**src/rtl/assert_macros.svh**
```systemverilog
// ----------------------------------------------------------------------------
// assert_macros.svh
// Assertion shorthands shared by the RTL; clock i_clk, reset i_rst_n
// ----------------------------------------------------------------------------
`ifndef ASSERT_MACROS_SVH
`define ASSERT_MACROS_SVH

// condition holds at every edge outside reset
`define ASSERT_ALWAYS(label, expr, msg) \
    label: assert property (@(posedge i_clk) disable iff (!i_rst_n) (expr)) \
        else $error(msg);

// consequent holds in the same cycle as the antecedent
`define ASSERT_IMPLY(label, ante, cons, msg) \
    label: assert property (@(posedge i_clk) disable iff (!i_rst_n) \
        (ante) |-> (cons)) else $error(msg);

// consequent holds in the cycle after the antecedent
`define ASSERT_NEXT(label, ante, cons, msg) \
    label: assert property (@(posedge i_clk) disable iff (!i_rst_n) \
        (ante) |=> (cons)) else $error(msg);

`endif

```
**src/rtl/tsn_pkg.sv**
```systemverilog
// ----------------------------------------------------------------------------
// tsn_pkg
// Types, status codes and calendar/time constants of the tick time stamp
// normalizer
// ----------------------------------------------------------------------------
package tsn_pkg;

    // payload types
    typedef logic        [63:0] t_chars;
    typedef logic        [3:0]  t_len;
    typedef logic signed [10:0] t_millis;
    typedef logic signed [62:0] t_usec;
    typedef logic        [2:0]  t_status;

    // status codes
    localparam t_status ST_OK    = 3'd0;
    localparam t_status ST_TIME  = 3'd1;
    localparam t_status ST_DIGIT = 3'd2;
    localparam t_status ST_DLEN  = 3'd3;
    localparam t_status ST_DATE  = 3'd4;

    // string lengths
    localparam t_len FULL_LEN = 4'd8;
    localparam t_len NO_DAY   = 4'd0;

    // ascii characters
    localparam logic [7:0] CHR_COLON = 8'h3A;
    localparam logic [7:0] CHR_ZERO  = 8'h30;
    localparam logic [7:0] CHR_NINE  = 8'h39;

    // field limits
    localparam int HOUR_MAX = 23;
    localparam int MIN_MAX  = 59;
    localparam int MS_MAX   = 999;

    // time constants in microseconds, epoch offset in days
    localparam longint US_PER_DAY  = 64'sd86400000000;
    localparam longint ZONE_US     = 64'sd28800000000;
    localparam longint HALF_DAY_US = 64'sd43200000000;
    localparam longint EPOCH_DAYS  = 64'sd719468;

    // one day is an odd factor times a power of two
    localparam int     DAY_SHIFT = 13;
    localparam longint DAY_ODD   = US_PER_DAY >> DAY_SHIFT;

    // residues of powers of two modulo the odd day factor
    localparam logic [23:0] RES_24  = 24'((longint'(1) << 24) % DAY_ODD);
    localparam logic [23:0] RES_32  = 24'((longint'(1) << 32) % DAY_ODD);
    localparam logic [23:0] RES_40  = 24'((longint'(1) << 40) % DAY_ODD);
    localparam logic [23:0] RES_48  = 24'((longint'(1) << 48) % DAY_ODD);
    localparam logic [23:0] RES_49  = 24'((longint'(1) << 49) % DAY_ODD);
    localparam logic [23:0] RES_N50 = 24'(DAY_ODD - ((longint'(1) << 50) % DAY_ODD));

    // reciprocal of the odd day factor, scaled by 2^36
    localparam logic [12:0] RECIP = 13'((longint'(1) << 36) / DAY_ODD);

    // output bounds
    localparam t_usec USEC_MAX = {1'b0, {62{1'b1}}};
    localparam t_usec USEC_MIN = {1'b1, {62{1'b0}}};

    function automatic logic is_digit(input logic [7:0] c);
        return (c >= CHR_ZERO) && (c <= CHR_NINE);
    endfunction

    function automatic logic [3:0] digit_val(input logic [7:0] c);
        return c[3:0];
    endfunction

    // days in a month, february by leap flag
    function automatic logic [4:0] month_len(input logic [3:0] m, input logic leap);
        logic [4:0] len;
        case (m) inside
            4'd2:                      len = leap ? 5'd29 : 5'd28;
            4'd4, 4'd6, 4'd9, 4'd11:   len = 5'd30;
            default:                   len = 5'd31;
        endcase
        return len;
    endfunction

    // day offset of a month's first day in a year that starts in march
    function automatic logic [8:0] month_base(input logic [3:0] m);
        logic [8:0] base;
        case (m)
            4'd1:    base = 9'd306;
            4'd2:    base = 9'd337;
            4'd4:    base = 9'd31;
            4'd5:    base = 9'd61;
            4'd6:    base = 9'd92;
            4'd7:    base = 9'd122;
            4'd8:    base = 9'd153;
            4'd9:    base = 9'd184;
            4'd10:   base = 9'd214;
            4'd11:   base = 9'd245;
            4'd12:   base = 9'd275;
            default: base = 9'd0;
        endcase
        return base;
    endfunction

endpackage

```
**src/rtl/tsn_chan_if.sv**
```systemverilog
// ----------------------------------------------------------------------------
// tsn_chan_if
// Valid/ready channels of the normalizer: time stamp items in, results out
// ----------------------------------------------------------------------------

// input item channel
interface tsn_in_if;
    import tsn_pkg::*;

    logic    valid;
    logic    ready;
    t_chars  time_chars;
    t_len    time_length;
    t_millis millis;
    t_chars  day_chars;
    t_len    day_length;
    t_usec   receive_us;

    modport source (
        output valid, time_chars, time_length, millis, day_chars, day_length,
               receive_us,
        input  ready
    );
    modport sink (
        input  valid, time_chars, time_length, millis, day_chars, day_length,
               receive_us,
        output ready
    );
endinterface

// result item channel
interface tsn_out_if;
    import tsn_pkg::*;

    logic    valid;
    logic    ready;
    t_usec   event_us;
    t_status status;

    modport source (output valid, event_us, status, input ready);
    modport sink   (input valid, event_us, status, output ready);
endinterface

```
**src/rtl/tick_timestamp_normalizer.sv**
```systemverilog
// ----------------------------------------------------------------------------
// tick_timestamp_normalizer
// Checks an HH:MM:SS time, milliseconds and optional YYYYMMDD day, and turns
// them into UTC microseconds for a UTC+8 local zone
// ----------------------------------------------------------------------------
//  port     dir  items
//  i_in     in   time_chars, time_length, millis, day_chars, day_length,
//                receive_us
//  o_out    out  event_us, status
//
//  one item accepted per cycle while no result is held at the output
//  the modulo-a-day of the receive time sets the depth: a residue fold,
//  a reciprocal quotient estimate and one correcting subtract
//  reset clears the stage valid flags only
//  a result held at the output freezes every stage; i_in.ready follows
//  o_out.ready whenever the output register is full
// ----------------------------------------------------------------------------
`include "assert_macros.svh"

module tick_timestamp_normalizer (
    input  logic      i_clk,
    input  logic      i_rst_n,
    tsn_in_if.sink    i_in,
    tsn_out_if.source o_out
);
    import tsn_pkg::*;

    localparam int NSTAGE = 9;

    // pipeline control
    logic [NSTAGE-1:0] r_vld;
    logic              adv;

    // stage 0: captured item
    t_chars  r_s0_tchars, r_s0_dchars;
    t_len    r_s0_tlen, r_s0_dlen;
    t_millis r_s0_ms;
    t_usec   r_s0_recv;

    // stage 1: parsed fields
    t_status            r_s1_status, n_s1_status;
    logic               r_s1_nodate, n_s1_nodate;
    logic [4:0]         r_s1_hh;
    logic [5:0]         r_s1_mi, r_s1_ss;
    logic [9:0]         r_s1_ms;
    logic [13:0]        r_s1_y, n_s1_y;
    logic [6:0]         r_s1_cen, n_s1_cen;
    logic               r_s1_b, n_s1_b;
    logic [8:0]         r_s1_doy, n_s1_doy;
    logic               r_s1_z4, n_s1_z4, r_s1_z100, n_s1_z100, r_s1_z400, n_s1_z400;
    logic signed [63:0] r_s1_x, n_s1_x;
    t_usec              r_s1_recv;
    logic [6:0]         n_s1_hh, n_s1_mi, n_s1_ss;

    // stage 2
    t_status            r_s2_status;
    logic               r_s2_nodate;
    logic [16:0]        r_s2_sec, n_s2_sec;
    logic [9:0]         r_s2_ms;
    logic signed [23:0] r_s2_days, n_s2_days;
    logic [23:0]        r_s2_lo24;
    logic [31:0]        r_s2_p1, r_s2_p2, r_s2_p3, n_s2_p1, n_s2_p2, n_s2_p3;
    logic [25:0]        r_s2_p4, n_s2_p4;
    logic [12:0]        r_s2_xlo;
    t_usec              r_s2_recv;

    // stage 3
    t_status            r_s3_status;
    logic               r_s3_nodate;
    logic [26:0]        r_s3_msec, n_s3_msec;
    logic signed [47:0] r_s3_prod, n_s3_prod;
    logic [32:0]        r_s3_sum, n_s3_sum;
    logic [12:0]        r_s3_xlo;
    t_usec              r_s3_recv;

    // stage 4
    t_status            r_s4_status;
    logic               r_s4_nodate;
    logic [36:0]        r_s4_tod, n_s4_tod;
    logic signed [47:0] r_s4_prod;
    logic [32:0]        r_s4_sum;
    logic [9:0]         r_s4_qe, n_s4_qe;
    logic [25:0]        n_s4_qprod;
    logic [12:0]        r_s4_xlo;
    t_usec              r_s4_recv;

    // stage 5
    t_status            r_s5_status;
    logic               r_s5_nodate;
    logic [36:0]        r_s5_tod;
    logic [24:0]        r_s5_r0, n_s5_r0;
    logic signed [63:0] r_s5_dbase, n_s5_dbase;
    logic [12:0]        r_s5_xlo;
    t_usec              r_s5_recv;

    // stage 6
    t_status            r_s6_status;
    logic               r_s6_nodate;
    logic [36:0]        r_s6_tod;
    logic [23:0]        r_s6_rem, n_s6_rem;
    logic signed [63:0] r_s6_dbase;
    logic [12:0]        r_s6_xlo;
    t_usec              r_s6_recv;

    // stage 7
    t_status            r_s7_status;
    logic               r_s7_nodate;
    logic signed [38:0] r_s7_off, n_s7_off, n_s7_delta;
    logic signed [63:0] r_s7_dbase;
    t_usec              r_s7_recv;

    // stage 8: result register
    t_status            r_s8_status;
    t_usec              r_s8_event, n_s8_event;
    logic signed [63:0] n_s8_sum, n_s8_pick;

    // stage 1 working signals
    logic [7:0] tch [8];
    logic [7:0] dch [8];
    logic       t_fmt_bad, t_dig_ok, t_rng_bad, d_dig_ok, leap, mon_ok, dom_ok;
    logic [6:0] mon, dom;

    // stage 2 working signals
    logic [50:0]        xh;
    logic signed [24:0] yp, f4, f100, f400;

    // whole pipeline moves unless a result is held
    assign adv        = !r_vld[NSTAGE-1] || o_out.ready;
    assign i_in.ready = adv;

    always_ff @(posedge i_clk) begin
        if (!i_rst_n) begin
            r_vld <= '0;
        end else if (adv) begin
            r_vld <= {r_vld[NSTAGE-2:0], i_in.valid};
        end
    end

    // stage 1: character checks, digit values, status priority
    always_comb begin
        for (int i = 0; i < 8; i++) begin
            tch[i] = r_s0_tchars[63-8*i -: 8];
            dch[i] = r_s0_dchars[63-8*i -: 8];
        end

        t_fmt_bad = (r_s0_tlen != FULL_LEN) || (tch[2] != CHR_COLON)
                 || (tch[5] != CHR_COLON) || (r_s0_ms < 11'sd0)
                 || (r_s0_ms > 11'(MS_MAX));
        t_dig_ok  = is_digit(tch[0]) && is_digit(tch[1]) && is_digit(tch[3])
                 && is_digit(tch[4]) && is_digit(tch[6]) && is_digit(tch[7]);
        n_s1_hh   = 7'(digit_val(tch[0])) * 7'd10 + 7'(digit_val(tch[1]));
        n_s1_mi   = 7'(digit_val(tch[3])) * 7'd10 + 7'(digit_val(tch[4]));
        n_s1_ss   = 7'(digit_val(tch[6])) * 7'd10 + 7'(digit_val(tch[7]));
        t_rng_bad = (n_s1_hh > 7'(HOUR_MAX)) || (n_s1_mi > 7'(MIN_MAX))
                 || (n_s1_ss > 7'(MIN_MAX));

        d_dig_ok = 1'b1;
        for (int i = 0; i < 8; i++) begin
            d_dig_ok = d_dig_ok && is_digit(dch[i]);
        end
        n_s1_cen  = 7'(digit_val(dch[0])) * 7'd10 + 7'(digit_val(dch[1]));
        n_s1_y    = 14'(n_s1_cen) * 14'd100 + 14'(digit_val(dch[2])) * 14'd10
                  + 14'(digit_val(dch[3]));
        mon       = 7'(digit_val(dch[4])) * 7'd10 + 7'(digit_val(dch[5]));
        dom       = 7'(digit_val(dch[6])) * 7'd10 + 7'(digit_val(dch[7]));
        n_s1_z4   = (n_s1_y[1:0] == 2'd0);
        n_s1_z100 = (digit_val(dch[2]) == 4'd0) && (digit_val(dch[3]) == 4'd0);
        n_s1_z400 = n_s1_z100 && (n_s1_cen[1:0] == 2'd0);
        leap      = n_s1_z4 && (!n_s1_z100 || n_s1_z400);
        mon_ok    = (mon >= 7'd1) && (mon <= 7'd12);
        dom_ok    = (dom >= 7'd1) && (dom <= 7'(month_len(mon[3:0], leap)));
        n_s1_b    = (mon <= 7'd2);
        n_s1_doy  = month_base(mon[3:0]) + 9'(dom) - 9'd1;

        n_s1_nodate = (r_s0_dlen == NO_DAY);
        if (t_fmt_bad) begin
            n_s1_status = ST_TIME;
        end else if (!t_dig_ok) begin
            n_s1_status = ST_DIGIT;
        end else if (t_rng_bad) begin
            n_s1_status = ST_TIME;
        end else if (n_s1_nodate) begin
            n_s1_status = ST_OK;
        end else if (r_s0_dlen != FULL_LEN) begin
            n_s1_status = ST_DLEN;
        end else if (!d_dig_ok) begin
            n_s1_status = ST_DIGIT;
        end else if (!mon_ok || !dom_ok) begin
            n_s1_status = ST_DATE;
        end else begin
            n_s1_status = ST_OK;
        end

        // local receive time
        n_s1_x = 64'(r_s0_recv) + 64'(ZONE_US);
    end

    // stage 2: seconds of day, day count, residue partial products
    always_comb begin
        n_s2_sec = 17'(r_s1_hh) * 17'd3600 + 17'(r_s1_mi) * 17'd60 + 17'(r_s1_ss);

        // year shifted to start in march, floor terms by borrow
        yp   = 25'(r_s1_y) - 25'(r_s1_b);
        f4   = 25'(r_s1_y[13:2]) - 25'(r_s1_b & r_s1_z4);
        f100 = 25'(r_s1_cen) - 25'(r_s1_b & r_s1_z100);
        f400 = 25'(r_s1_cen[6:2]) - 25'(r_s1_b & r_s1_z400);
        n_s2_days = 24'(yp * 25'd365 + f4 - f100 + f400 + 25'(r_s1_doy)
                        - 25'(EPOCH_DAYS));

        // floor quotient by 2^13 split into weighted chunks
        xh      = r_s1_x[63:DAY_SHIFT];
        n_s2_p1 = 32'(xh[31:24]) * 32'(RES_24);
        n_s2_p2 = 32'(xh[39:32]) * 32'(RES_32);
        n_s2_p3 = 32'(xh[47:40]) * 32'(RES_40);
        n_s2_p4 = (xh[48] ? 26'(RES_48) : 26'd0) + (xh[49] ? 26'(RES_49) : 26'd0)
                + (xh[50] ? 26'(RES_N50) : 26'd0);
    end

    // stage 3: milliseconds of day, day product, residue sum
    always_comb begin
        n_s3_msec = 27'(r_s2_sec) * 27'd1000 + 27'(r_s2_ms);
        n_s3_prod = 48'(r_s2_days) * 48'(DAY_ODD);
        n_s3_sum  = 33'(r_s2_lo24) + 33'(r_s2_p1) + 33'(r_s2_p2) + 33'(r_s2_p3)
                  + 33'(r_s2_p4);
    end

    // stage 4: time of day, quotient estimate (low by at most one)
    always_comb begin
        n_s4_tod   = 37'(r_s3_msec) * 37'd1000;
        n_s4_qprod = 26'(r_s3_sum[32:20]) * 26'(RECIP);
        n_s4_qe    = n_s4_qprod[25:16];
    end

    // stage 5: partial remainder, dated event time
    always_comb begin
        n_s5_r0    = 25'(34'(r_s4_sum) - 34'(r_s4_qe) * 34'(DAY_ODD));
        n_s5_dbase = 64'($signed({r_s4_prod, {DAY_SHIFT{1'b0}}})) + 64'(r_s4_tod)
                   - 64'(ZONE_US);
    end

    // stage 6: final remainder correction
    always_comb begin
        if (r_s5_r0 >= 25'(DAY_ODD)) begin
            n_s6_rem = 24'(r_s5_r0 - 25'(DAY_ODD));
        end else begin
            n_s6_rem = 24'(r_s5_r0);
        end
    end

    // stage 7: offset from receive time, wrapped to the nearest day
    always_comb begin
        n_s7_delta = $signed(39'(r_s6_tod)) - $signed(39'({r_s6_rem, r_s6_xlo}));
        if (n_s7_delta > 39'(HALF_DAY_US)) begin
            n_s7_off = n_s7_delta - 39'(US_PER_DAY);
        end else if (n_s7_delta < 39'(-HALF_DAY_US)) begin
            n_s7_off = n_s7_delta + 39'(US_PER_DAY);
        end else begin
            n_s7_off = n_s7_delta;
        end
    end

    // stage 8: select, saturate, zero on error
    always_comb begin
        n_s8_sum  = 64'(r_s7_recv) + 64'(r_s7_off);
        n_s8_pick = r_s7_nodate ? n_s8_sum : r_s7_dbase;
        if (r_s7_status != ST_OK) begin
            n_s8_event = '0;
        end else if (n_s8_pick > 64'(USEC_MAX)) begin
            n_s8_event = USEC_MAX;
        end else if (n_s8_pick < 64'(USEC_MIN)) begin
            n_s8_event = USEC_MIN;
        end else begin
            n_s8_event = 63'(n_s8_pick);
        end
    end

    // payload registers
    always_ff @(posedge i_clk) begin
        if (adv) begin
            r_s0_tchars <= i_in.time_chars;
            r_s0_tlen   <= i_in.time_length;
            r_s0_ms     <= i_in.millis;
            r_s0_dchars <= i_in.day_chars;
            r_s0_dlen   <= i_in.day_length;
            r_s0_recv   <= i_in.receive_us;

            r_s1_status <= n_s1_status;
            r_s1_nodate <= n_s1_nodate;
            r_s1_hh     <= n_s1_hh[4:0];
            r_s1_mi     <= n_s1_mi[5:0];
            r_s1_ss     <= n_s1_ss[5:0];
            r_s1_ms     <= r_s0_ms[9:0];
            r_s1_y      <= n_s1_y;
            r_s1_cen    <= n_s1_cen;
            r_s1_b      <= n_s1_b;
            r_s1_doy    <= n_s1_doy;
            r_s1_z4     <= n_s1_z4;
            r_s1_z100   <= n_s1_z100;
            r_s1_z400   <= n_s1_z400;
            r_s1_x      <= n_s1_x;
            r_s1_recv   <= r_s0_recv;

            r_s2_status <= r_s1_status;
            r_s2_nodate <= r_s1_nodate;
            r_s2_sec    <= n_s2_sec;
            r_s2_ms     <= r_s1_ms;
            r_s2_days   <= n_s2_days;
            r_s2_lo24   <= r_s1_x[DAY_SHIFT+23:DAY_SHIFT];
            r_s2_p1     <= n_s2_p1;
            r_s2_p2     <= n_s2_p2;
            r_s2_p3     <= n_s2_p3;
            r_s2_p4     <= n_s2_p4;
            r_s2_xlo    <= r_s1_x[DAY_SHIFT-1:0];
            r_s2_recv   <= r_s1_recv;

            r_s3_status <= r_s2_status;
            r_s3_nodate <= r_s2_nodate;
            r_s3_msec   <= n_s3_msec;
            r_s3_prod   <= n_s3_prod;
            r_s3_sum    <= n_s3_sum;
            r_s3_xlo    <= r_s2_xlo;
            r_s3_recv   <= r_s2_recv;

            r_s4_status <= r_s3_status;
            r_s4_nodate <= r_s3_nodate;
            r_s4_tod    <= n_s4_tod;
            r_s4_prod   <= r_s3_prod;
            r_s4_sum    <= r_s3_sum;
            r_s4_qe     <= n_s4_qe;
            r_s4_xlo    <= r_s3_xlo;
            r_s4_recv   <= r_s3_recv;

            r_s5_status <= r_s4_status;
            r_s5_nodate <= r_s4_nodate;
            r_s5_tod    <= r_s4_tod;
            r_s5_r0     <= n_s5_r0;
            r_s5_dbase  <= n_s5_dbase;
            r_s5_xlo    <= r_s4_xlo;
            r_s5_recv   <= r_s4_recv;

            r_s6_status <= r_s5_status;
            r_s6_nodate <= r_s5_nodate;
            r_s6_tod    <= r_s5_tod;
            r_s6_rem    <= n_s6_rem;
            r_s6_dbase  <= r_s5_dbase;
            r_s6_xlo    <= r_s5_xlo;
            r_s6_recv   <= r_s5_recv;

            r_s7_status <= r_s6_status;
            r_s7_nodate <= r_s6_nodate;
            r_s7_off    <= n_s7_off;
            r_s7_dbase  <= r_s6_dbase;
            r_s7_recv   <= r_s6_recv;

            r_s8_status <= r_s7_status;
            r_s8_event  <= n_s8_event;
        end
    end

    // result channel
    assign o_out.valid    = r_vld[NSTAGE-1];
    assign o_out.event_us = r_s8_event;
    assign o_out.status   = r_s8_status;

    // checks
    `ASSERT_IMPLY(a_err_zero, o_out.valid && (o_out.status != ST_OK), o_out.event_us == '0, "error result carries a nonzero time")
    `ASSERT_IMPLY(a_stall_in, o_out.valid && !o_out.ready, !i_in.ready, "item taken while the result is held")
    `ASSERT_IMPLY(a_rem_range, r_vld[6], r_s6_rem < 24'(DAY_ODD), "day residue not fully reduced")
    `ASSERT_NEXT(a_adv_move, adv && i_in.valid, r_vld[0], "accepted item lost at the first stage")

endmodule

```
**src/flat_wrapper.sv**
```systemverilog
// flat-port wrapper written by rule: the top's interface ports become plain ports
module tick_timestamp_normalizer_flat import tsn_pkg::*;
  (i_clk, i_rst_n, i_in_valid, i_in_time_chars, i_in_time_length, i_in_millis, i_in_day_chars, i_in_day_length, i_in_receive_us, i_in_ready, o_out_valid, o_out_event_us, o_out_status, o_out_ready);
  tsn_in_if i_in_i ();
  tsn_out_if o_out_i ();
  input  logic i_clk;
  input  logic i_rst_n;
  input wire logic [$bits(i_in_i.valid)-1:0] i_in_valid;
  input wire logic [$bits(i_in_i.time_chars)-1:0] i_in_time_chars;
  input wire logic [$bits(i_in_i.time_length)-1:0] i_in_time_length;
  input wire logic [$bits(i_in_i.millis)-1:0] i_in_millis;
  input wire logic [$bits(i_in_i.day_chars)-1:0] i_in_day_chars;
  input wire logic [$bits(i_in_i.day_length)-1:0] i_in_day_length;
  input wire logic [$bits(i_in_i.receive_us)-1:0] i_in_receive_us;
  output wire logic [$bits(i_in_i.ready)-1:0] i_in_ready;
  output wire logic [$bits(o_out_i.valid)-1:0] o_out_valid;
  output wire logic [$bits(o_out_i.event_us)-1:0] o_out_event_us;
  output wire logic [$bits(o_out_i.status)-1:0] o_out_status;
  input wire logic [$bits(o_out_i.ready)-1:0] o_out_ready;
  assign i_in_i.valid = i_in_valid;
  assign i_in_i.time_chars = i_in_time_chars;
  assign i_in_i.time_length = i_in_time_length;
  assign i_in_i.millis = i_in_millis;
  assign i_in_i.day_chars = i_in_day_chars;
  assign i_in_i.day_length = i_in_day_length;
  assign i_in_i.receive_us = i_in_receive_us;
  assign i_in_ready = i_in_i.ready;
  assign o_out_valid = o_out_i.valid;
  assign o_out_event_us = o_out_i.event_us;
  assign o_out_status = o_out_i.status;
  assign o_out_i.ready = o_out_ready;
  tick_timestamp_normalizer u_core (.i_clk(i_clk), .i_rst_n(i_rst_n), .i_in(i_in_i), .o_out(o_out_i));
endmodule
```
**config.mk**
```make
export PLATFORM = sky130hd
export DESIGN_NAME = tick_timestamp_normalizer_flat
export DESIGN_NICKNAME = d
export VERILOG_FILES = /design/src/rtl/tsn_pkg.sv /design/src/rtl/tsn_chan_if.sv /design/src/rtl/tick_timestamp_normalizer.sv /design/src/flat_wrapper.sv
export VERILOG_INCLUDE_DIRS = /design/src /design/src/rtl
export SDC_FILE = /design/constraint.sdc
export NUM_CORES = 2
export LEC_CHECK = 0
export ABC_AREA = 1
export BUFFER_PORTS_ARGS = -buffer_cell sky130_fd_sc_hd__buf_2
export CAP_MARGIN = 20
export CORE_ASPECT_RATIO = 0.75
export CORE_UTILIZATION = 65
export CTS_CLUSTER_DIAMETER = 150
export DETAILED_ROUTE_END_ITERATION = 10
export GPL_ROUTABILITY_DRIVEN = 0
export PLACE_DENSITY_LB_ADDON = 0.2
export SLEW_MARGIN = 20
export SYNTH_ARGS = -nofsm -noshare
export SYNTH_HDL_FRONTEND = slang
export SYNTH_SLANG_ARGS = --single-unit
```
**constraint.sdc**
```tcl
create_clock -name i_clk -period 93.6 [get_ports i_clk]
set_input_delay 18.72 -clock i_clk [delete_from_list [all_inputs] [get_ports i_clk]]
set_output_delay 18.72 -clock i_clk [all_outputs]
set_load 0.005 [all_outputs]
```
==> load_flow_metrics.sql <==
INSERT INTO impl_metrics (metric_group, metric, value, unit) VALUES
('yosys', 'synthTopCellsByArea', 'edfxtp_1 (42%), fa_1 (15%), ha_1 (14%)', ''),
('route', 'wl_per_cell', '19.2', 'µm'),
('clock_tree', 'post_cts_resize_count', '0', ''),
('critical_path', 'reg2reg_to', 'u_core.r_s2_days[20]$_DFFE_PP_', ''),
('clock_tree', 'inserted_clock_buffers', '155', ''),
('yosys', 'postSynth.asyncResetShare', '0', '%'),
('sta', 'max_slew.worst_pin.slew', '1.18', 'ns'),
('critical_path', 'slowest_delay', '0.58', 'ns'),
('critical_path', 'critPathCaptureType', 'output pin', ''),
('final_layout', 'area.sequential', '47900', 'µm²'),
('yosys', 'number_of_storage_elements_in_the_synthesis_netlist', '1598', ''),
('yosys', 'synth_largest_type_area_fraction', '42.2', '%'),
('floorplan', 'floorplan.initialDensity', '65.4', '%'),
('critical_path', 'critPathMostFrequentCell', 'buf_2', ''),
('floorplan', 'rows', '132', ''),
('floorplan', 'design.core.area', '173000', 'µm²'),
('yosys', 'syn_area_per_cell', '10.5', 'µm²'),
('floorplan', 'design.die.area', '176000', 'µm²'),
('sta', 'setup-violations-final', '0', ''),
('clock_tree', 'cts_tree', 'yes', ''),
('critical_path', 'timing.critical_path.required', '74.88', 'ns'),
('critical_path', 'regToRegSetupSlack', '85.97', 'ns'),
('critical_path', 'crit_path_kind', 'in2out', ''),
('placement', 'total_placed_instance_area', '117000', 'µm²'),
('clock_tree', 'cts_hold_buf', '0', ''),
('final_layout', 'multi_input_comb_area', '57100', 'µm²'),
('yosys', 'synth_top_area_cell', 'edfxtp_1', ''),
('hold_path', 'hold_path_startpoint', 'u_core.r_s3_prod[36]$_DFFE_PP_', ''),
('critical_path', 'worstRegToRegCells', '29', ''),
('critical_path', 'cp.arrival', '20.41', 'ns'),
('clock_tree', 'htreeDepth', '4', ''),
('run_status', 'outcome', 'finished, final reports clean', ''),
('final_layout', 'fillCellCount', '12200', ''),
('route', 'drc_errors', '0', ''),
('sta', 'period_minus_slack', '39.13', 'ns'),
('grt', 'globalRouteOverflowTotal', '0', ''),
('clock_tree', 'clock_path_buffers', '3', ''),
('sta', 'hold_viol', '0', ''),
('final_layout', 'number_of_antenna_diodes', '0', ''),
('grt', 'number_of_antenna_violations_at_the_first_check_in_global_routing', '4', ''),
('final_layout', 'final_common_cell', 'inv_1', ''),
('final_layout', 'postLayoutCellArea', '122000', 'µm²'),
('final_layout', 'final_layout_size_suffix_gt1_share', '5.82', '%'),
('route', 'drt_pre_antenna_iters', '10', ''),
('floorplan', 'height_of_the_chip', '363', 'µm'),
('grt', 'vias_in_the_first_global_route', '75200', ''),
('clock_tree', 'clock_tree.root_cell', 'clkbuf_16', ''),
('sta', 'maxSlewViolCount', '0', ''),
('grt', 'grt_start_max_net_pins', '190', ''),
('critical_path', 'reg_to_reg_startpoint', 'u_core.r_s1_b$_DFFE_PP_', ''),
('critical_path', 'crit_path_start_kind', 'input port', ''),
('clock_tree', 'skew_pair_late_insertion_delay', '0.83', 'ns'),
('route', 'detail_route.wirelength', '261000', 'µm'),
('yosys', 'postSynth.topFlopCell', 'edfxtp_1', ''),
('final_layout', 'area_growth', '8.30', '%'),
('route', 'vias', '77100', ''),
('sta', 'fin_tns_setup', '0', 'ns'),
('final_layout', 'nNetsFinal', '13500', ''),
('clock_tree', 'post-cts-setup-buffer-count', '0', ''),
('floorplan', 'floorplan.io_pins', '282', ''),
('yosys', 'synthCells', '10800', ''),
('sta', 'fin_crit_sh', '41.8', '%'),
('critical_path', 'critical_path_peak_fanout', '117', ''),
('placement', 'place_hpwl', '210000', 'µm'),
('clock_tree', 'clock_pin_slew_of_the_registers_on_the_worst_case_setup_and_hold_paths', '0.06', 'ns'),
('clock_tree', 'tritoncts_num_sinks', '1598', ''),
('yosys', 'synth.lib_cells_used.distinct', '67', ''),
('floorplan', 'fp.dieW', '484', 'µm'),
('placement', 'port_buffers', '281', ''),
('route', 'final_antenna_net_count', '0', ''),
('yosys', 'mappedNetlistNets', '13000', '');
-- cells in the mapped netlist (9+ instances only) --
library cell  number
nand3_1          378
nor3_1           131
xnor2_1          166
buf_2             23
o21bai_1          39
o21a_1            28
nor2_1           684
a31oi_1           44
a21o_1            37
or2_2             25
edfxtp_1        1589
a21boi_0          24
fa_1             819
o2111ai_1         10
a211oi_1          11
nand2_2           26
dfxtp_1            9
inv_1           2076
a21oi_1          616
nand3b_1          28
inv_2             10
nor2_2            18
nor4_1            38
o21ai_0          330
nand4_1           97
o211ai_1          18
o221ai_1          18
o21ai_1           21
nand2_1         1740
ha_1            1228
xor2_1           396
and3_1            11
clkbuf_1          11
-- stage by stage --
stage	setup slack (ns)	utilization [%]	hold WS, ns	cells
2_1_floorplan	27.00	-	0.400	10800
3_3_place_gp	54.50	67.9	0.400	13300
3_5_place_dp	54.47	67.9	0.405	13300
4_1_cts	54.47	70.9	0.399	13600
5_1_grt	54.32	70.9	0.404	13600
6_report	54.47	70.9	0.389	13600
-- worst max-delay path by stage --
| stage | start | slack, ns | to | cells past startpoint |
|---|---|---|---|---|
| final | o_out_ready | 54.47 | i_in_ready | 5 |
| after global routing | o_out_ready | 54.32 | i_in_ready | 5 |
| after CTS | o_out_ready | 54.47 | i_in_ready | 5 |
| after detailed placement | o_out_ready | 54.47 | i_in_ready | 5 |
| after global placement | o_out_ready | 54.50 | i_in_ready | 5 |
| after floorplan | o_out_ready | 27.00 | i_in_ready | 2 |
-- registers in the layout, indices dropped and copies added, names as in the netlist, 63 cells and up --
| signal | cells |
|---|---|
| u_core.dch | 64 |
| u_core.o_out.event_us | 63 |
| u_core.r_s0_recv | 63 |
| u_core.r_s0_tchars | 64 |
| u_core.r_s1_recv | 63 |
| u_core.r_s2_recv | 63 |
| u_core.r_s3_recv | 63 |
| u_core.r_s4_recv | 63 |
| u_core.r_s5_recv | 63 |
| u_core.r_s6_recv | 63 |
| u_core.r_s7_recv | 63 |
-- worst max-delay path, delay by kind of cell --
kind                   cells  cell delay [ns]
AND/OR/NAND/NOR            1             0.58
buffers and inverters      4             1.06
-- layer usage --
metal | share of wire, % | vias up | track usage (%)
li1 | - | 36400 | -
met1 | 44 | 36700 | 44.0
met2 | 42 | 3463 | 43.9
met3 | 10 | 530 | 6.92
met4 | 3.1 | 6 | 9.06
met5 | 0.016 | - | 0
-- cell families (layout without fill, tap and decap cells) --
family                     after synthesis  after routing  synth area share (%)
DFF                                   1598           1598                  42.4
AOI/OAI and AO/OA                     1229           1229                  6.02
xor gates and xnor gates               565            565                  4.40
buffers and inverters                 2134           2676                  7.16
and+or+nand+nor                       3209           3209                  12.0
adders and majority gates             2047           2047                  28.1
muxes                                    1              1               0.00996
-- layout make-up --
class                   instances  share of cell area, %
well taps                    2278                   2.33
repair buffers                308                   1.33
multi-input cells            7051                   46.6
inverters                    2088                   6.41
flip-flops and latches       1598                   39.1
clock inverters               108                  0.955
clock buffers                 172                   3.24
Power is not shown: default switching activity piles up to over one toggle a cycle in this logic, so the estimate is an artifact.
